[src/hdl/assert_macros.svh]
// Assertion helpers shared by the RTL files.
`ifndef ASSERT_MACROS_SVH
`define ASSERT_MACROS_SVH

// Check a property on every clock edge outside reset.
`define TBCE_ASSERT(lbl, clk, rstn, prop, msg) \
	lbl: assert property (@(posedge clk) disable iff (!rstn) prop) else $error(msg);

// Check that a condition never holds outside reset.
`define TBCE_NEVER(lbl, clk, rstn, expr, msg) \
	lbl: assert property (@(posedge clk) disable iff (!rstn) !(expr)) else $error(msg);

`endif

[src/hdl/tbce_pkg.sv]
// ----------------------------------------------------------------------------
// tbce_pkg
// Shared constants, command codes and control types of the text buffer engine.
// ----------------------------------------------------------------------------
`default_nettype none
package tbce_pkg;
	localparam int CAPACITY = 4096;
	localparam int ADDR_W   = $clog2(CAPACITY);
	localparam int POS_W    = 13;
	localparam int COL_W    = 17;
	localparam logic [POS_W-1:0] CAP_POS = POS_W'(CAPACITY);

	// command codes
	localparam logic [4:0] REQ_INSERT    = 5'd0;
	localparam logic [4:0] REQ_DEL_BACK  = 5'd1;
	localparam logic [4:0] REQ_DEL_FWD   = 5'd2;
	localparam logic [4:0] REQ_DEL_RANGE = 5'd3;
	localparam logic [4:0] REQ_LEFT      = 5'd4;
	localparam logic [4:0] REQ_RIGHT     = 5'd5;
	localparam logic [4:0] REQ_LINE_HOME = 5'd6;
	localparam logic [4:0] REQ_LINE_END  = 5'd7;
	localparam logic [4:0] REQ_BUF_HOME  = 5'd8;
	localparam logic [4:0] REQ_BUF_END   = 5'd9;
	localparam logic [4:0] REQ_GOTO      = 5'd10;
	localparam logic [4:0] REQ_ANC_PLANT = 5'd11;
	localparam logic [4:0] REQ_ANC_SET   = 5'd12;
	localparam logic [4:0] REQ_ANC_CLR   = 5'd13;
	localparam logic [4:0] REQ_DEL_SEL   = 5'd14;
	localparam logic [4:0] REQ_READ      = 5'd15;
	localparam logic [4:0] REQ_CLEAR     = 5'd16;

	// configuration register indexes
	localparam logic [2:0] CFG_TAB_WIDTH   = 3'd0;
	localparam logic [2:0] CFG_LINE_BASE   = 3'd1;
	localparam logic [2:0] CFG_COLUMN_BASE = 3'd2;
	localparam logic [2:0] CFG_EOL_CODE    = 3'd3;
	localparam logic [2:0] CFG_TAB_CODE    = 3'd4;

	typedef struct packed {
		logic [4:0] tab_width;
		logic       line_base;
		logic       column_base;
		logic [7:0] eol_code;
		logic [7:0] tab_code;
	} tbce_cfg_t;

	typedef struct packed {
		logic             clr;
		logic             en;
		logic [7:0]       chr;
		logic [POS_W-1:0] pos;
	} lc_ctl_t;

	typedef struct packed {
		logic [POS_W-1:0] lines;
		logic [COL_W-1:0] col;
		logic [POS_W-1:0] ls;
	} lc_res_t;
endpackage
`default_nettype wire

[src/hdl/tbce_colcnt.sv]
// ----------------------------------------------------------------------------
// tbce_colcnt
// Line and column accumulator fed one stored character per cycle while enabled.
// ----------------------------------------------------------------------------
`default_nettype none
`include "assert_macros.svh"
module tbce_colcnt (
	input  wire logic              clk,
	input  wire logic              arst_n,
	input  wire tbce_pkg::tbce_cfg_t cfg,
	input  wire tbce_pkg::lc_ctl_t ctl,
	output tbce_pkg::lc_res_t      res
);
	import tbce_pkg::*;

	logic [POS_W-1:0] lines_q;
	logic [COL_W-1:0] col_q;
	logic [4:0]       ph_q;
	logic [POS_W-1:0] ls_q;
	logic [4:0]       tw_eff;

	// zero tab width acts as one
	assign tw_eff = (cfg.tab_width == 5'd0) ? 5'd1 : cfg.tab_width;

	// accumulate line count, column and tab phase
	always_ff @(posedge clk or negedge arst_n) begin
		if (!arst_n) begin
			lines_q <= '0;
			col_q   <= '0;
			ph_q    <= '0;
			ls_q    <= '0;
		end else if (ctl.clr) begin
			lines_q <= '0;
			col_q   <= '0;
			ph_q    <= '0;
			ls_q    <= '0;
		end else if (ctl.en) begin
			if (ctl.chr == cfg.eol_code) begin
				lines_q <= lines_q + 1'b1;
				col_q   <= '0;
				ph_q    <= '0;
				ls_q    <= ctl.pos + 1'b1;
			end else if (ctl.chr == cfg.tab_code) begin
				col_q <= col_q + COL_W'(tw_eff - ph_q);
				ph_q  <= '0;
			end else begin
				col_q <= col_q + 1'b1;
				ph_q  <= (ph_q + 5'd1 == tw_eff) ? 5'd0 : ph_q + 5'd1;
			end
		end
	end

	assign res.lines = lines_q + POS_W'(cfg.line_base);
	assign res.col   = col_q + COL_W'(cfg.column_base);
	assign res.ls    = ls_q;

	`TBCE_NEVER(a_phase_range, clk, arst_n, ctl.en && (ph_q >= tw_eff), "tab phase out of range")
endmodule
`default_nettype wire

[config.mk]
export PLATFORM = sky130hd
export DESIGN_NAME = tbce_colcnt
export DESIGN_NICKNAME = d
export VERILOG_FILES = /design/src/hdl/tbce_pkg.sv /design/src/hdl/tbce_colcnt.sv
export VERILOG_INCLUDE_DIRS = /design/src /design/src/hdl
export SDC_FILE = /design/constraint.sdc
export NUM_CORES = 1
export LEC_CHECK = 0
export BUFFER_PORTS_ARGS = -buffer_cell sky130_fd_sc_hd__buf_4
export CAP_MARGIN = 40
export CORE_ASPECT_RATIO = 0.75
export CORE_MARGIN = 8
export CORE_UTILIZATION = 45
export CTS_BUF_LIST = sky130_fd_sc_hd__clkbuf_4
export DETAILED_ROUTE_END_ITERATION = 8
export PLACE_DENSITY = 0.69
export SLEW_MARGIN = 20
export SYNTH_ARGS = -nofsm -noshare
export SYNTH_HDL_FRONTEND = slang
export SYNTH_SLANG_ARGS = --single-unit
[constraint.sdc]
create_clock -name clk -period 8.3 [get_ports clk]
set_input_delay 0.83 -clock clk [delete_from_list [all_inputs] [get_ports clk]]
set_output_delay 0.83 -clock clk [all_outputs]
set_load 0.02 [all_outputs]
==> flow_summary_export.csv <==
group,metric,value,unit
timing,setup_viol,0,
power_and_ir_drop,pwr-share-comb,17.0,%
layout,layout-drive-gt1-share,18.1,%
synth,yosysTopAreaCellShare,30.5,%
route,antenna_left,0,
job,cap_violations,0,
timing,skew,0.0131,ns
route,vias,3594,
layout,regArea,1200,um2
layout,final_nets,634,
worst_setup_path,required,8.59,ns
route,routed_via_density,5.40,
power_and_ir_drop,p_sw,0.125,mW
clock_tree,cts_resized,0,
worst_setup_path,worst_r2r_path_depth,14,
worst_setup_path,ff2ff_setup_slack,4.75,ns
grt,grtUsageTotal,17.9,%
clock_tree,clkLatencyLatePin,0.38,ns
floorplanning,core_region_area,8490,um2
timing,drv_slew,0,
grt,grt.overflow.total,0,
timing,setup-tns-final,0,ns
worst_setup_path,start_kind,"input port",
worst_setup_path,worst-path-buf-inv,2,
worst_setup_path,cpPeakStageDelay,0.43,ns
worst_setup_path,path_delay_family,"compound AO/OA/AOI/OAI gates",
grt,grt_pass1_vias,3579,
power_and_ir_drop,clkPwrFrac,30.8,%
layout,syn_to_final_growth,21.6,%
synth,yosysSeqAreaShare,30.5,%
worst_setup_path,cp_max_fo,4,
worst_setup_path,cp_slowest_cell,"o41a_1",
layout,final_common_cell,"buf_4",
clock_tree,cts.path.max_buffers,2,
synth,syn_inst,473,
place,gp_congestion,0.903,
place,portBuffers,90,
synth,synth_top_cell_by_area,"dfrtp_1",
layout,antennaDiodeCount,0,
clock_tree,cts_tree,"yes",
layout,final_core_util,56.3,%
clock_tree,numCtsBuffers,5,
synth,synth_area_leaders,"dfrtp_1 31%, xnor2_1 11%, ha_1 8.9%, xor2_1 7.3%, nor2_1 5.1%",
clock_tree,cts_setup_buffers,0,
floorplanning,rows,29,
timing,final-hold-violation-count,0,
grt,grt_pass1_wl,17700,um
clock_tree,cts_sinks,48,
route,drt_iter0_drc,208,
timing,timing.hold.ws,0.439,ns
timing,finalCriticalPeriod,3.68,ns
clock_tree,cts-root-buf,"clkbuf_4",
grt,antenna_found_initial,0,
worst_setup_path,timing.rr.start,"ph_q[3]",
route,drc,0,
hold_path,min_path_type,"in2async",
place,dp_hpwl,8410,um
power_and_ir_drop,p_leak,2.23,nW
synth,async_flop_share,100,%
route,wl_per_cell,16.0,um
clock_tree,clk_pin_slew,0.15,ns
synth,ys_warn_count,0,
layout,multi_input_area,2600,um2
status,status,"finished clean",
synth,synth-edff-count,0,
synth,syn_area_per_cell,8.32,um2
synth,ys.flop_type,"dfrtp_1",
timing,worstMarginPinSlew,0.746,ns
worst_setup_path,worstReg2RegEnd,"col_q[16]",
power_and_ir_drop,p_per_area,96.0,nW/um2
worst_setup_path,cp.arrival,3.96,ns
synth,synthDistinctLibCells,42,
worst_setup_path,worstPathCellList,"buf_4 -> nor4_1 -> nor2_1 -> ha_1 -> inv_1 -> fa_1 -> a21o_1 -> a21oi_1 -> xor2_1 -> nor3_1 -> ha_1 -> o211ai_1 -> a21oi_1 -> o41a_1 -> a21bo_2 -> mux2_2 -> a2bb2oi_1",
floorplanning,die_x,124,um
worst_setup_path,crit_type,"in2reg",
timing,rsz0062_at_grt,"false",
power_and_ir_drop,seqPwrFrac,52.2,%
timing,fmaxAchievable,272,MHz
floorplanning,ios,91,
layout,mostFrequentLayoutCells,"92 x buf_4, 53 x nor2_1, 48 x xnor2_1, 48 x dfrtp_1, 45 x nand2_1",
route,firstDrtPassIters,4,
synth,synth-seq-cells,48,
timing,layout_worst_path_cycle_share,44.3,%
floorplanning,die_h,97.0,um
power_and_ir_drop,ir_worst_vdd,0.0669,mV
clock_tree,ctsHoldBuffers,0,
timing,slew_headroom,50.3,%
floorplanning,dieArea,12000,um2
route,drt-total-wl,10600,um
synth,syn_area,3940,um2
worst_setup_path,cp-end-kind,"register",
floorplanning,initial_core_util,46.3,%
power_and_ir_drop,netSwitchingFraction,27.3,%
clock_tree,cts_max_level,2,
layout,n_fill_cell,835,
grt,grt_max_degree,49,
power_and_ir_drop,power.internal,0.334,mW
synth,synth.net_count,551,
## area by class of cell
cell class	count	share of cell area [%]
sequential	48	25.1
clock buffer	5	0.785
timing repair buffer	93	14.7
multi-input combinational	390	54.4
clock inverter	3	0.785
tap	108	2.83
inverter	18	1.41
## flip-flops by register name, indices dropped and copies added (netlist names)
register and flops:
ph_q 5, col_q 17, ls_q 13, lines_q 13
## logic make-up (layout without fill, tap and decap cells)
family	Yosys count	after routing	synth area share, %
compound gates	87	87	13.4
xor+xnor	81	81	18.0
fa+ha+maj	30	30	9.92
buf+inv	35	119	3.34
flops	48	48	30.5
mux	11	11	2.83
simple gates	181	181	21.9
## Yosys cell counts (all sizes together), types with 8 or more instances
cell / instances
a21oi: 32
nor4: 8
clkbuf: 17
a21o: 8
xor2: 33
ha: 28
nand3: 22
dfrtp: 48
inv: 18
o21ai: 24
nor2: 53
mux2i: 10
xnor2: 48
nand4: 16
nor3: 8
nand2: 45
## per-stage QoR
| stage | total power [mW] | cells | setup slack, ns | cell area [um2] |
|---|---|---|---|---|
| 2_1_floorplan | 0.282 | 473 | 4.58 | 3940 |
| 3_3_place_gp | 0.320 | 655 | 4.10 | 4690 |
| 3_5_place_dp | 0.322 | 655 | 3.99 | 4690 |
| 4_1_cts | 0.467 | 663 | 4.45 | 4760 |
| 5_1_grt | 0.481 | 665 | 4.48 | 4780 |
| 6_report | 0.459 | 665 | 4.62 | 4780 |
## per-layer routing
layer | vias to the layer above | track usage (%) | wire, um
met4 | 0 | 3.92 | 42
li1 | 1817 | - | -
met3 | 2 | 3.08 | 460
met5 | - | 0 | 0
met2 | 69 | 28.6 | 5100
met1 | 1706 | 24.5 | 5010
## worst max-delay path by stage
stage | start | cells past startpoint | end | slack [ns]
floorplan | cfg[21] | 12 | col_q[16] | 4.58
global placement | cfg[3] | 12 | col_q[16] | 4.10
detailed placement | cfg[21] | 13 | col_q[16] | 3.99
CTS | cfg[2] | 12 | col_q[16] | 4.45
global route | cfg[21] | 14 | col_q[16] | 4.48
finish | cfg[19] | 17 | col_q[16] | 4.62
## power by group through the flow
stage	Sequential [mW]	Clock [mW]	Combinational [mW]
detailed placement	0.244	0	0.0781
global route	0.240	0.155	0.0864
floorplan	0.243	0	0.0394
finish	0.240	0.141	0.0778
global placement	0.244	0	0.0756
CTS	0.240	0.149	0.0785
No activity file was read; power rests on OpenSTA's default activity.
